`config.mk`:
```
export PLATFORM = sky130hd
export DESIGN_NAME = bf3d_div
export DESIGN_NICKNAME = d
export VERILOG_FILES = /design/src/design/bilateral_filter_3d_assert.svh /design/src/design/bf3d_pkg.sv /design/src/design/bf3d_div.sv
export SDC_FILE = /design/constraint.sdc
export NUM_CORES = 1
export LEC_CHECK = 0
export BUFFER_PORTS_ARGS = -buffer_cell sky130_fd_sc_hd__buf_2
export CAP_MARGIN = 20
export CORE_ASPECT_RATIO = 0.9
export CORE_MARGIN = 4
export CORE_UTILIZATION = 45
export CTS_BUF_LIST = sky130_fd_sc_hd__clkbuf_16
export CTS_CLUSTER_SIZE = 25
export DETAILED_ROUTE_END_ITERATION = 12
export HOLD_SLACK_MARGIN = 0.02
export PLACE_DENSITY_LB_ADDON = 0.1
export SYNTH_ARGS = -nofsm -noshare
export SYNTH_HDL_FRONTEND = slang
export SYNTH_SLANG_ARGS = --single-unit
```
`constraint.sdc`:
```
create_clock -name clk -period 5.11 [get_ports clk]
set_input_delay 0.511 -clock clk [delete_from_list [all_inputs] [get_ports clk]]
set_output_delay 0.511 -clock clk [all_outputs]
set_load 0.02 [all_outputs]
```
`src/design/bilateral_filter_3d_assert.svh`:
```
// ----------------------------------------------------------------------------
// Assertion macros for the bilateral_filter_3d block
// Define NO_ASSERTIONS to compile every use down to nothing.
// ----------------------------------------------------------------------------
`ifndef BILATERAL_FILTER_3D_ASSERT_SVH
`define BILATERAL_FILTER_3D_ASSERT_SVH
`ifndef NO_ASSERTIONS
// Property that must hold at every clock edge out of reset
`define BF3D_ASSERT(lbl, prop) \
    lbl: assert property (@(posedge clk) disable iff (!rst_n) prop) \
        else $error("bilateral_filter_3d: assertion failed");
// Consequent that must hold in the cycle after the antecedent
`define BF3D_ASSERT_NEXT(lbl, ante, cons) \
    lbl: assert property (@(posedge clk) disable iff (!rst_n) (ante) |=> (cons)) \
        else $error("bilateral_filter_3d: assertion failed");
`else
`define BF3D_ASSERT(lbl, prop)
`define BF3D_ASSERT_NEXT(lbl, ante, cons)
`endif
`endif

```
`src/design/bf3d_pkg.sv`:
```
// ----------------------------------------------------------------------------
// bf3d_pkg
// Sizes, widths, register indexes and helpers of the 3-D bilateral filter.
// ----------------------------------------------------------------------------
package bf3d_pkg;

    // Volume geometry and neighborhood limit
    localparam int SIZE_X     = 64;
    localparam int SIZE_Y     = 64;
    localparam int SIZE_Z     = 64;
    localparam int MAX_RADIUS = 3;

    // Field widths
    localparam int COORD_W    = 6;
    localparam int VAL_W      = 16;
    localparam int RAD_W      = 2;
    localparam int SC_W       = 16;
    localparam int IC_W       = 32;
    localparam int CFG_IDX_W  = 3;
    localparam int CFG_DATA_W = 32;

    // Volume store
    localparam int NVOX   = SIZE_X * SIZE_Y * SIZE_Z;
    localparam int VOL_AW = $clog2(NVOX);
    localparam int POS_W  = 12;  // signed neighbor coordinate
    localparam int AXIS_W = 11;  // unsigned coordinate up to 2047

    // Exponential weight table
    localparam int          EXP_SAT   = 4096;
    localparam int          EXP_DEPTH = EXP_SAT + 1;
    localparam int          EXP_AW    = $clog2(EXP_DEPTH);
    localparam int          WGT_W     = 17;
    localparam logic [63:0] EXP_STEP  = 64'd4278222805;
    localparam logic [31:0] EXP_ONE   = 32'h4000_0000;
    localparam logic [63:0] EXP_HALF  = 64'h8000_0000;
    localparam logic [31:0] WGT_HALF  = 32'd8192;
    localparam int          EXP_FRAC  = 14;
    localparam logic [WGT_W-1:0] WGT_ONE = WGT_W'(65536);

    // Offsets and squares
    localparam int MAG_W = (MAX_RADIUS > 0) ? $clog2(MAX_RADIUS + 1) : 1;
    localparam int OFS_W = MAG_W + 1;
    localparam int SQ_W  = 2 * MAG_W;
    localparam int SP_W  = SC_W + SQ_W + 2;
    localparam int E_W   = SP_W + 1;
    localparam int IT_SHIFT = 24;

    // Accumulators and divider
    localparam int TAPS   = (2 * MAX_RADIUS + 1) * (2 * MAX_RADIUS + 1) * (2 * MAX_RADIUS + 1);
    localparam int TAP_W  = $clog2(TAPS + 1);
    localparam int DEN_W  = WGT_W + TAP_W;
    localparam int NUM_W  = DEN_W + VAL_W + 1;
    localparam int Q_W    = VAL_W + 1;
    localparam int STEP_W = $clog2(Q_W);

    // Configuration register indexes
    typedef enum logic [CFG_IDX_W-1:0] {
        CFG_RADIUS_X        = 3'd0,
        CFG_RADIUS_Y        = 3'd1,
        CFG_RADIUS_Z        = 3'd2,
        CFG_SPATIAL_COEFF_X = 3'd3,
        CFG_SPATIAL_COEFF_Y = 3'd4,
        CFG_SPATIAL_COEFF_Z = 3'd5,
        CFG_INTENSITY_COEFF = 3'd6
    } cfg_idx_t;

    // Divider status
    typedef struct packed {
        logic busy;
        logic done;
    } div_stat_t;

    // Linear voxel address x + SIZE_X*(y + SIZE_Y*z)
    function automatic logic [VOL_AW-1:0] vox_addr(input logic [AXIS_W-1:0] x,
                                                   input logic [AXIS_W-1:0] y,
                                                   input logic [AXIS_W-1:0] z);
        logic [VOL_AW-1:0] row;
        row = VOL_AW'(y) + VOL_AW'(SIZE_Y) * VOL_AW'(z);
        return VOL_AW'(x) + VOL_AW'(SIZE_X) * row;
    endfunction

endpackage

```
`src/design/bf3d_div.sv`:
```
// ----------------------------------------------------------------------------
// bf3d_div
// Restoring divider, one quotient bit per cycle, quotient below 2^Q_W.
// ----------------------------------------------------------------------------
module bf3d_div (
    input  logic                       clk,
    input  logic                       rst_n,
    input  logic                       start,
    input  logic [bf3d_pkg::NUM_W-1:0] dividend,
    input  logic [bf3d_pkg::DEN_W-1:0] divisor,
    output logic [bf3d_pkg::Q_W-1:0]   quotient,
    output bf3d_pkg::div_stat_t        stat
);
    import bf3d_pkg::*;

    logic [NUM_W-1:0]  rem_reg;
    logic [NUM_W-1:0]  dsh_reg;
    logic [Q_W-1:0]    q_reg;
    logic [STEP_W-1:0] step_reg;
    logic              busy_reg;
    logic              done_reg;
    logic              fits;

    assign fits = (rem_reg >= dsh_reg);

    // Control
    always_ff @(posedge clk or negedge rst_n)
    begin
        if (!rst_n)
        begin
            busy_reg <= 1'b0;
            done_reg <= 1'b0;
            step_reg <= '0;
        end
        else
        begin
            done_reg <= 1'b0;
            if (start)
            begin
                busy_reg <= 1'b1;
                step_reg <= STEP_W'(Q_W - 1);
            end
            else if (busy_reg)
            begin
                if (step_reg == '0)
                begin
                    busy_reg <= 1'b0;
                    done_reg <= 1'b1;
                end
                else
                begin
                    step_reg <= step_reg - 1'b1;
                end
            end
        end
    end

    // Datapath: compare, subtract, shift
    always_ff @(posedge clk)
    begin
        if (start)
        begin
            rem_reg <= dividend;
            dsh_reg <= NUM_W'(divisor) << (Q_W - 1);
            q_reg   <= '0;
        end
        else if (busy_reg)
        begin
            if (fits)
            begin
                rem_reg <= rem_reg - dsh_reg;
            end
            q_reg   <= {q_reg[Q_W-2:0], fits};
            dsh_reg <= dsh_reg >> 1;
        end
    end

    assign quotient  = q_reg;
    assign stat.busy = busy_reg;
    assign stat.done = done_reg;
endmodule

```
# After elaboration in Yosys (flattened, before gate mapping)
# Index checks and enable logic that the tools add are counted.
classes:
  addsub: 2
  magnitude_cmp: 1
  n_eq_ne: 1
  muxes: 14
  reduce_logical: 5
ops:
  columns: ["operator", "count"]
  rows:
  - ["2-to-1 mux 43 bit", 3]
  - ["2-to-1 mux 42 bit", 2]
  - [">= comparator 43 x 42 -> 1 bit", 1]
  - ["subtractor 43 x 42 -> 43 bit", 1]
  - ["2-to-1 mux 5 bit", 3]
  - ["2-to-1 mux 1 bit", 6]
  - ["zero test 5 bit", 1]
  - ["subtractor 5 x 1 -> 5 bit, second input constant", 1]
  - ["AND reduction 2 bit", 2]
  - ["nonzero test 2 bit", 2]
  - ["!= test 2 bit, second input constant", 1]
totals:
  reg_bits: 109
  in_bits: 72
  output_inout_bits: 19
  word_cells: 30

# Longest topological paths before layout
depth:
  word_depth: 4
  mapped_depth: 12
  depth_no_buf: 12

# Worst setup path before layout
# Ideal clock, no wire load.
synth_timing:
  path_type: "register to register"
  start: "register rem_reg[8]"
  end: "register rem_reg[0], enable pin"
  setup_ps: 503
  arrival_time_ps: 5138
  t_required_ps: 4607
  path_slack_ps: -531
  stages_incl_launch_ff: 10
  n_path_buf: 0
  synth_period_minus_slack_ps: 5641
  path_cell_list: "edfxtp_1 -> ha_1 -> and3_1 -> nand3_2 -> a2111oi_4 -> nor4b_4 -> nor3_2 -> o211a_1 -> o21ai_0 -> o21ai_0"
synth_via:
  elab_chain_len: 3
synth_lines:
  columns: ["item", "line", "text"]
  rows:
  - ["start, declared", "bf3d_div.sv:16", "logic [NUM_W-1:0] rem_reg;"]
  - ["start signal, assigned", "bf3d_div.sv:63", "rem_reg <= dividend;"]
  - ["start signal, assigned", "bf3d_div.sv:71", "rem_reg <= rem_reg - dsh_reg;"]
  - [">= comparator 43 x 42 -> 1 bit", "bf3d_div.sv:24", "assign fits = (rem_reg >= dsh_reg);"]
  - ["nonzero test 2 bit (no line)", null, null]
  - ["AND reduction 2 bit (no line)", null, null]
# Every way passes these cells.
# A chain may end at the register's enable or synchronous reset.

# Worst setup path in the final report
layout_timing:
  start: "register rem_reg[8]"
  end: "register rem_reg[40], enable pin"
# The elaborated chain is that of the path after synthesis.

==> results.yml <==
status:
  status: "finished clean"
cts:
  cts_setup_buffers: 0
  cts-root-buf: "clkbuf_16"
  cts_sinks: 109
  numCtsBuffers: 9
  clk_latency_ns: 0.36
  clockBufferDepth: 2
  cts_tree: "yes"
  post_cts_resized: 0
  cts-htree-levels: 3
  path_clk_slew_ns: 0.08
layout:
  syn2layout_area_growth_pct: 13.1
  drive_gt1_share_pct: 15.7
  multi_input_area_um2: 3770
  final_cells: 1061
  fillers: 1494
  final_cell_area_um2: 7960
  seq_area_um2: 2910
  diodes: 0
  largest_register_ffs: 43
  layout.nets: 971
power:
  leakage_uw: 0.00362
  peakVddDrop_mv: 0.298
  power_density_nw_per_um2: 617
worst_setup_path:
  startpoint: "rem_reg[8]"
  cp_slowest_stage_delay_ns: 0.66
  slowest_stage: "o21ai_4"
  crit_chain: "ha_1, and3_1, nand3_2, a2111oi_4, nor4b_4, nor3_2, o211a_1, o21ai_0, o21ai_4, buf_12"
  worstPathRequired_ns: 5.17
  end_kind: "flop"
  cp.arrival_ns: 3.67
  path_class: "flop to flop"
  start_kind: "flop"
  reg2reg_from: "rem_reg[8]"
  critPathMaxFanout: 23
global_route:
  grt_max_degree: 59
  grt_overflow: 0
  grt_pass1_wl_um: 28400
  grt_pass1_vias: 5835
  antenna_found_initial: 0
  track_usage_pct: 19.5
detailed_routing:
  drt_iter0_markers: 408
  num_vias: 5799
  wl_um: 16800
  first_pass_iters: 5
  vias_per_cell: 5.47
  ant_nets: 0
  drc_errors: 0
  wl_per_cell_um: 15.9
place:
  gp_congestion: 0.847
  dp_cells: 1044
  port_buffers: 90
  place_area_um2: 7680
  place_hpwl_um: 12600
timing:
  setup_viol: 0
  rsz0062_at_grt: "false"
  fmax_ghz: 0.277
  tns_ns: 0
  fin_skew_ns: 0.0101
  tightest_slew_ns: 0.781
  timing.final.crit_share_pct: 70.7
  drv_slew: 0
  slew_headroom_pct: 47.8
  finalHoldViolations: 0
  finalWorstPathRequiredPeriod_ns: 3.61
die:
  start_util_pct: 45.7
  ioPinCount: 91
  die_h_um: 127
  row_count: 43
  die_x_um: 140
  coreArea_um2: 15400
  die-area_um2: 17700
synth:
  synth_top_flop_cell: "edfxtp_1"
  synth_area_per_cell_um2: 9.02
  synth_seq_cells: 109
  synth_top_area_share_pct: 29.4
  syn_nets: 897
  ys_async_sr_fraction_pct: 6.42
  syn_area_um2: 7040
  syn_inst: 780
  ys_seq_area_share_pct: 41.3
  yosysTopAreaCell: "edfxtp_1"
  netlist_top_cells_area: "edfxtp_1, dfxtp_1, ha_1, nand2_1, mux2i_1"
  yosysWarnings: 0
  synth-edff-count: 69
  synth_cell_types: 66
run:
  maxCapViolations: 0
hold_path:
  hold_path_class: "input port to flop"
  worstHoldStart: "divisor[14]"
==> logic make-up (layout without fill, tap and decap cells) <==
family | after synthesis | after routing | synth area share, %
buf+inv | 97 | 176 | 5.28
mux | 36 | 36 | 5.17
xor+xnor | 27 | 27 | 3.36
flops | 109 | 109 | 41.3
compound gates | 219 | 219 | 20.7
simple gates | 247 | 247 | 16.1
fa+ha+maj | 45 | 45 | 8.11
==> placed cells by master, fill, tap and decap left out, types with 5 or more instances in the layout <==
cell type / instances
nand2_1: 98
buf_2: 89
nor2_1: 82
edfxtp_1: 69
inv_1: 61
a21oi_1: 56
o21ai_0: 49
ha_1: 44
o31ai_1: 36
mux2i_1: 33
dfxtp_1: 33
and3_1: 15
a21o_1: 15
xor2_1: 15
xnor2_1: 12
o21bai_1: 9
clkbuf_16: 9
nand4_1: 8
nor3_1: 8
nand3_1: 7
dfrtp_1: 6
buf_4: 6
nor2b_1: 5
and2_1: 5
a31oi_1: 5
==> synth_stat cells, drive strengths merged, types with 5 or more instances <==
cell and count:
xnor2 12, nor2 82, mux2i 33, and2 5, ha 44, o31ai 36
nand4 8, edfxtp 69, nand2 98, xor2 15, a21oi 57, inv 62
clkbuf 28, o21bai 9, dfxtp 33, nor3 9, buf 6, and3 15
o21ai 53, a21o 15, nor2b 5, dfrtp 7, a31oi 5, a211oi 6
nand3 8
==> layer usage <==
metal	track usage (%)	vias to the layer above	share of wire [%]
met5	0	-	0
met3	4.26	11	4.5
met2	29.6	101	44
li1	-	2961	-
met1	28.5	2726	51
met4	4.56	0	1.0
==> timing repair <==
| action | in CTS | in global routing |
|---|---|---|
| endpoints found under the setup margin | 0 | 0 |
| endpoints found under the hold margin | 7 | 0 |
| hold buffers | 1 | 0 |
==> per-stage QoR <==
step	hold slack (ns)	setup WS (ns)	utilization, %	power, uW
final	0.422	1.50	51.7	4910
after global routing	0.421	1.17	51.7	5360
after CTS	0.408	1.44	51.7	4930
after detailed placement	0.354	1.46	49.9	4230
after global placement	0.347	1.55	49.9	4190
after floorplan	0.215	0.627	-	3600
==> report_power, final <==
group | leakage, uW | total [uW] | internal, uW | switching [uW]
combinational | 0.00239 | 2820 | 1110 | 1710
clock | 0.000142 | 675 | 334 | 340
sequential | 0.00109 | 1410 | 1310 | 103
==> path summary, 6_finish.rpt <==
path / slack [ns] / end / cells past startpoint
max: 1.50 / rem_reg[40] / 10
min: 0.42 / dsh_reg[30] / 3
max reg2reg: 1.50 / rem_reg[40] / 10
min reg2reg: 0.50 / quotient[16] / 2
max in group asynchronous: 4.42 / busy_reg / 2
min in group asynchronous: 0.52 / step_reg[2] / 2
==> area by class of cell <==
class	count	share of cell area [%]
clock buffer	9	2.83
clock inverter	7	0.597
inverter	63	2.97
multi-input combinational	574	47.3
sequential	109	36.5
tap	202	3.18
timing repair buffer	97	6.54
==> critical path, delay by kind of cell, from the launching register on <==
family / cells / cell delay (ns)
AOI/OAI and AO/OA: 4 / 1.44
and+or+nand+nor: 4 / 0.82
DFF: 1 / 0.39
adders and majority gates: 1 / 0.38
buffers and inverters: 1 / 0.28
Note: power is estimated with default switching activity, not from simulation.
